--- config.mk ---
export PLATFORM = sky130hd
export DESIGN_NAME = lru_recency_stack
export DESIGN_NICKNAME = d
export VERILOG_FILES = /design/src/design/lrs_pkg.sv /design/src/design/lru_recency_stack.sv /design/src/design/lrs_core.sv
export SDC_FILE = /design/constraint.sdc
export NUM_CORES = 1
export LEC_CHECK = 0
export BUFFER_PORTS_ARGS = -buffer_cell sky130_fd_sc_hd__buf_2
export CAP_MARGIN = 20
export CORE_AREA = 2 2 163 165
export DETAILED_ROUTE_END_ITERATION = 10
export DIE_AREA = 0 0 165 167
export PLACE_DENSITY = 0.79
export SLEW_MARGIN = 20
export SYNTH_ARGS = -nofsm -noshare
export SYNTH_HDL_FRONTEND = slang
export SYNTH_HIERARCHICAL = 1
export SYNTH_SLANG_ARGS = --single-unit
--- constraint.sdc ---
create_clock -name clock -period 6.05 [get_ports clock]
set_clock_uncertainty 0.2 [all_clocks]
set_input_delay 1.5125 -clock clock [delete_from_list [all_inputs] [get_ports clock]]
set_output_delay 1.5125 -clock clock [all_outputs]
set_load 0.005 [all_outputs]
--- src/design/lrs_pkg.sv ---
`timescale 1ns / 1ps
// ----------------------------------------------------------------------------
// lrs_pkg: shared types and codes of the LRU recency stack
// Command and status codes and the packed request and response items.
// ----------------------------------------------------------------------------
package lrs_pkg;

   localparam int REQ_TAG_BITS = 22;
   localparam int SLOT_BITS    = 3;
   localparam int OCC_BITS     = 4;

   localparam logic [1:0] CMD_INSERT = 2'd0;
   localparam logic [1:0] CMD_MOVE   = 2'd1;
   localparam logic [1:0] CMD_REMOVE = 2'd2;
   localparam logic [1:0] CMD_STATUS = 2'd3;

   localparam logic [1:0] STATUS_OK       = 2'd0;
   localparam logic [1:0] STATUS_FULL     = 2'd1;
   localparam logic [1:0] STATUS_BAD_SLOT = 2'd2;

   typedef struct packed {
      logic [1:0]              cmd;
      logic [REQ_TAG_BITS-1:0] new_tag;
      logic                    new_dirty;
      logic [SLOT_BITS-1:0]    slot;
   } req_type;

   typedef struct packed {
      logic [OCC_BITS-1:0]     occupancy;
      logic                    lru_valid;
      logic [REQ_TAG_BITS-1:0] lru_tag;
      logic                    lru_dirty;
      logic [1:0]              status;
   } rsp_type;

endpackage

--- src/design/lru_recency_stack.sv ---
`timescale 1ns / 1ps
// ----------------------------------------------------------------------------
// lru_recency_stack: LRU replacement stack of one cache set
// Takes one command a cycle and reports occupancy and the LRU entry.
// ----------------------------------------------------------------------------
// One command can be started in every clock cycle: busy stays low, so a
// command is taken at any edge where start is high. Each command produces
// exactly one response, strobed by rsp_valid for a single cycle. The command
// first sits in the command register while the stack update is worked out,
// and the edge that ends its stay there writes both the stack and the
// response register, which drives rsp_valid. The response reflects the stack
// after that command, and commands act in the order they were taken, so a
// command sees everything the previous one did. There is no way to hold
// a response off: capture it in the cycle rsp_valid is high or lose it.
// An insert into a full stack returns STATUS_FULL and changes nothing; a move
// from a position at or beyond the occupancy returns STATUS_BAD_SLOT. When
// the stack is empty lru_valid is low and lru_tag and lru_dirty read zero.
// ----------------------------------------------------------------------------
module lru_recency_stack
   import lrs_pkg::*;
#(
   parameter int WAYS     = 8,
   parameter int TAG_BITS = 22
) (
   input  logic    clock,
   input  logic    reset,
   input  logic    start,
   output logic    busy,
   input  req_type req_data,
   output logic    rsp_valid,
   output rsp_type rsp_data
);

   logic    req_valid_ff;
   req_type req_ff;
   logic    rsp_valid_ff;
   rsp_type rsp_ff;
   rsp_type core_rsp;
   logic    req_xfer;

   // never stall the request side
   assign busy     = 1'b0;
   assign req_xfer = start && !busy;

   // hold the command for its update cycle
   always_ff @(posedge clock) begin
      if (reset) begin
         req_valid_ff <= 1'b0;
      end else begin
         req_valid_ff <= req_xfer;
      end
   end

   always_ff @(posedge clock) begin
      if (req_xfer) begin
         req_ff <= req_data;
      end
   end

   lrs_core #(
      .WAYS     (WAYS),
      .TAG_BITS (TAG_BITS)
   ) u_core (
      .clock   (clock),
      .reset   (reset),
      .cmd_en  (req_valid_ff),
      .cmd_req (req_ff),
      .cmd_rsp (core_rsp)
   );

   // register the response; strobe it for one cycle per transfer
   always_ff @(posedge clock) begin
      if (reset) begin
         rsp_valid_ff <= 1'b0;
      end else begin
         rsp_valid_ff <= req_valid_ff;
      end
   end

   always_ff @(posedge clock) begin
      if (req_valid_ff) begin
         rsp_ff <= core_rsp;
      end
   end

   assign rsp_valid = rsp_valid_ff;
   assign rsp_data  = rsp_ff;

endmodule

--- src/design/lrs_core.sv ---
`timescale 1ns / 1ps
// ----------------------------------------------------------------------------
// lrs_core: recency stack storage and single-pass update
// Holds the entries and the count, applies one command per enabled cycle and
// presents the post-command view of the stack.
// ----------------------------------------------------------------------------
module lrs_core
   import lrs_pkg::*;
#(
   parameter int WAYS     = 8,
   parameter int TAG_BITS = 22
) (
   input  logic    clock,
   input  logic    reset,
   input  logic    cmd_en,
   input  req_type cmd_req,
   output rsp_type cmd_rsp
);

   localparam int CW  = $clog2(WAYS + 1);
   localparam int IW  = $clog2(WAYS);
   localparam int SB  = (TAG_BITS < REQ_TAG_BITS) ? TAG_BITS : REQ_TAG_BITS;
   localparam int CMW = (CW > SLOT_BITS) ? CW : SLOT_BITS;

   logic [SB-1:0] tags_ff  [WAYS];
   logic [SB-1:0] tags_in  [WAYS];
   logic          dirty_ff [WAYS];
   logic          dirty_in [WAYS];
   logic [CW-1:0] count_ff;
   logic [CW-1:0] count_in;

   logic [CMW-1:0] slot_ext;
   logic [CMW-1:0] count_ext;
   logic [IW-1:0]  slot_idx;
   logic [IW-1:0]  tail_idx;
   logic           do_insert;
   logic           do_move;
   logic [1:0]     status;
   logic [SB-1:0]  move_tag;
   logic           move_dirty;

   assign slot_ext   = CMW'(cmd_req.slot);
   assign count_ext  = CMW'(count_ff);
   assign slot_idx   = IW'(slot_ext);
   assign move_tag   = tags_ff[slot_idx];
   assign move_dirty = dirty_ff[slot_idx];

   // decode the command against the current fill
   always_comb begin
      do_insert = 1'b0;
      do_move   = 1'b0;
      status    = STATUS_OK;
      count_in  = count_ff;
      unique case (cmd_req.cmd)
         CMD_INSERT: begin
            if (count_ff >= CW'(WAYS)) begin
               status = STATUS_FULL;
            end else begin
               do_insert = 1'b1;
               count_in  = count_ff + CW'(1);
            end
         end
         CMD_MOVE: begin
            if (slot_ext >= count_ext) begin
               status = STATUS_BAD_SLOT;
            end else begin
               do_move = 1'b1;
            end
         end
         CMD_REMOVE: begin
            if (count_ff != '0) begin
               count_in = count_ff - CW'(1);
            end
         end
         CMD_STATUS: begin
            status = STATUS_OK;
         end
         default: begin
            status = STATUS_OK;
         end
      endcase
   end

   // shift entries down one position toward the tail where needed
   always_comb begin
      for (int i = 0; i < WAYS; i++) begin
         tags_in[i]  = tags_ff[i];
         dirty_in[i] = dirty_ff[i];
         if (i == 0) begin
            if (do_insert) begin
               tags_in[i]  = SB'(cmd_req.new_tag);
               dirty_in[i] = cmd_req.new_dirty;
            end else if (do_move) begin
               tags_in[i]  = move_tag;
               dirty_in[i] = move_dirty;
            end
         end else if (do_insert || (do_move && (CMW'(i) <= slot_ext))) begin
            tags_in[i]  = tags_ff[i-1];
            dirty_in[i] = dirty_ff[i-1];
         end
      end
   end

   always_ff @(posedge clock) begin
      if (reset) begin
         count_ff <= '0;
      end else if (cmd_en) begin
         count_ff <= count_in;
      end
   end

   always_ff @(posedge clock) begin
      if (cmd_en) begin
         for (int i = 0; i < WAYS; i++) begin
            tags_ff[i]  <= tags_in[i];
            dirty_ff[i] <= dirty_in[i];
         end
      end
   end

   // report the tail as it stands after the command
   assign tail_idx = IW'(count_in - CW'(1));

   always_comb begin
      cmd_rsp.occupancy = OCC_BITS'(count_in);
      cmd_rsp.status    = status;
      if (count_in != '0) begin
         cmd_rsp.lru_valid = 1'b1;
         cmd_rsp.lru_tag   = REQ_TAG_BITS'(tags_in[tail_idx]);
         cmd_rsp.lru_dirty = dirty_in[tail_idx];
      end else begin
         cmd_rsp.lru_valid = 1'b0;
         cmd_rsp.lru_tag   = '0;
         cmd_rsp.lru_dirty = 1'b0;
      end
   end

endmodule

==> summary.txt <==
Logic synthesis
  – Largest family of logic cells by synthesized area: multiplexers
  – Prevailing post-synth register cell: edfxtp_1
  – Cell count after synthesis: 1083
  – Area share of fa/ha/maj cells after synthesis: 0.629%
  – Synth top area cells: edfxtp_1, mux4_2, mux2_2, mux2_1, o211ai_1
  – Area leader, netlist: edfxtp_1
  – Complex-gate fraction of the synthesized area: 13.8%
  – Mean post-synth cell area: 12.9 um2
  – Simple-gate portion of the synthesized area: 8.72%
  – Asr flop ratio synth: 0%
  – Netlist cell types: 81
  – Flops & latches, synth: 248
  – Number of flops mapped to enable cells by yosys: 242
  – Post-synthesis sequential area ratio: 53.1%
  – Top cell type's share of synthesized area: 52.2%
  – Post-synthesis mux area share: 19.9%
  – Post-Synth XOR/XNOR Area: 0.0629%
  – Post-Synthesis Net Count: 1121
  – Warnings from Yosys: 6
  – Netlist Area Pre-Place: 13900 um2

Clock tree
  – Max Buffers Root-to-Sink: 3
  – Post-CTS Setup Inserts: 0
  – CTS tree: done
  – Htree depth: 1
  – TritonCTS Buffers: 27
  – Clk_lat worst skew: 530 ps
  – # hold bufs at CTS: 0
  – CTS clk-pin slew, worst paths: 60 ps
  – Clk sinks: 248
  – # resized after CTS: 0
  – Clock root buffer: clkbuf_16

Min path
  – Min-Delay Startpoint: u_core/tags_ff[7][8]
  – Worst min path class: reg -> reg

GRT
  – Initial antenna violation count: 0
  – Vias in the first global route: 9552
  – GRT Residual Overflow: 0
  – GRT Overall Usage: 25.2%
  – First-pass GRT wire length: 54.0 mm
  – Largest net degree at the start of global routing: 166

Final layout
  – Final cell count without fillers: 1465
  – Commonest non-fill, non-tap cells in the layout: edfxtp_1, nand2_1, mux2_2
  – Commonest non-fill, non-tap cell in the layout: edfxtp_1
  – # fillers: 1970
  – P&R area growth vs syn: 9.49%
  – Ant diodes: 0
  – Share of layout cells above drive strength 1: 23.9%
  – Fin nets: 1148

Routing
  – Drt total wl: 34.9 mm
  – Initial drt markers: 1117
  – Number of remaining DRC errors: 0
  – Routed via count: 9772
  – DR vias/cell: 6.67
  – Post-DRT Antenna Nets: 0
  – Post-DR wirelength/cell: 23.8 um
  – Drt pass-1 iters: 5

Pwr
  – Comb power frac: 24.8%
  – Worst vdd ir: 0.286 mV
  – Switching share of total power: 30.1%
  – Switching power: 1.48 mW
  – Clock network fraction of total power: 30.7%
  – Static Leakage: 5.27 nW
  – Pwr Density: 323 nW/um2
  – Internal: 3.44 mW
  – Reg power frac: 44.5%

STA
  – Period utilization: 75.1%
  – Fin crit period: 4540 ps
  – Max Freq: 220 MHz
  – Slew margin rel.: 24.8%
  – Worst slew pin tran: 1120 ps
  – Finish-stage setup viols: 0
  – Fin. max-slew vios: 0
  – Setup_tns: 0 ps
  – Hold Violations, Final: 0
  – RSZ-0062 raised after global routing: false

Run
  – Max-cap violation count: 0

Placed design
  – GP Congestion: 0.858
  – Placed cells: 1416
  – Final HPWL DP: 21.3 mm
  – I/O Buffers: 61

Critical path
  – Worst Setup SP: req_ff[26]
  – Critical Path Start Type: register
  – CP Max Fanout: 47
  – R2R Path Start: req_ff[26]
  – CP Data Arrival Time: 4590 ps
  – CP Class: reg -> reg
  – Required time worst endpoint: 6100 ps
  – CP Capture Type: register

Floorplanning
  – Placeable Area: 25800 um2
  – Row cnt: 59
  – Die ar.: 27600 um2
  – Initial Util: 54.0%
  – IO Pins: 63
  – Die W: 165 um
  – DIE HEIGHT: 167 um

Outcome
  – Status: finished clean
==> kinds of logic (layout without fill, tap and decap cells) <==
logic type	count (synthesis)	in the layout
adders and majority gates	7	7
xor gates and xnor gates	1	1
muxes	202	202
other	1	1
AOI/OAI and AO/OA	257	257
buffers and inverters	116	163
DFF	248	248
and+or+nand+nor	251	251
==> registers in the layout (all words and copies together), names as in the netlist <==
signal and cells:
u_core/count_ext 4, rsp_data 30, u_core/tags_ff 176, req_ff 28, req_valid_ff 1, rsp_valid 1
u_core/dirty_ff 8
==> area by class of cell <==
class | instances | area [um2] | area share, %
Sequential cell | 248 | 7390 | 48.5
Multi-Input combinational cell | 719 | 6030 | 39.6
Clock buffer | 35 | 706 | 4.63
Timing Repair Buffer | 81 | 480 | 3.15
Tap cell | 335 | 419 | 2.75
Inverter | 33 | 124 | 0.813
Clock inverter | 14 | 88.8 | 0.583
==> power groups by stage <==
stage	registers (mW)	logic, mW	clock network (mW)
global route	2.21	1.31	1.61
floorplan	2.20	0.887	0
detailed placement	2.22	1.20	0
finish	2.19	1.22	1.51
global placement	2.22	1.17	0
CTS	2.19	1.21	1.53
==> final timing paths <==
check                              end  slack [ps]  cells after the start
setup reg to reg          rsp_data[19]        1510                     13
setup / recovery          rsp_data[19]        1510                     13
hold reg to reg   u_core/tags_ff[7][8]         390                      1
hold / removal    u_core/tags_ff[7][8]         390                      1
==> Yosys cell counts (7+ instances only) <==
library cell and number:
edfxtp_1 242, nand2_1 85, mux2_2 77, nor2_1 60, mux2_1 53, o21ai_0 52, mux4_2 46, o211ai_1 46
nand3_1 36, buf_2 35, clkbuf_1 33, inv_1 29, mux2i_1 25, nand2b_1 22, o2111ai_1 16, a21oi_1 14
o311ai_1 14, o31a_1 14, a31oi_1 13, nor2b_1 13, o21ai_1 12, buf_4 8, a211oi_1 7, and3_1 7
ha_1 7
==> per-stage QoR <==
stage	hold slack, ps	cell area (um2)	total power, mW	setup WS [ps]	utilization (%)
floorplan	338	13900	3.08	2120	-
global placement	370	14400	3.38	1800	56.1
detailed placement	376	14400	3.42	1570	56.1
CTS	390	15200	4.92	1550	59.1
global route	421	15200	5.12	1230	59.1
finish	393	15200	4.92	1510	59.1
==> critical path, stage by stage (launching register included) <==
cell and delay, ps:
edfxtp_1 930, nor2b_1 210, a22oi_1 220, a21oi_1 100
a221oi_1 430, inv_1 130, ha_1 200, inv_1 80
a31oi_2 70, nor2_4 650, buf_12 320, mux2_2 380
o211ai_1 190, o311ai_1 120
==> metal layers <==
layer / up-vias / GRT usage (%) / part of all wire, %
li1: 4334 / - / -
met1: 4883 / 34.5 / 40
met2: 475 / 41.1 / 48
met3: 80 / 3.71 / 8.2
met4: 0 / 8.77 / 3.0
met5: - / 0 / 0
Note: power is estimated with default switching activity, not from simulation.
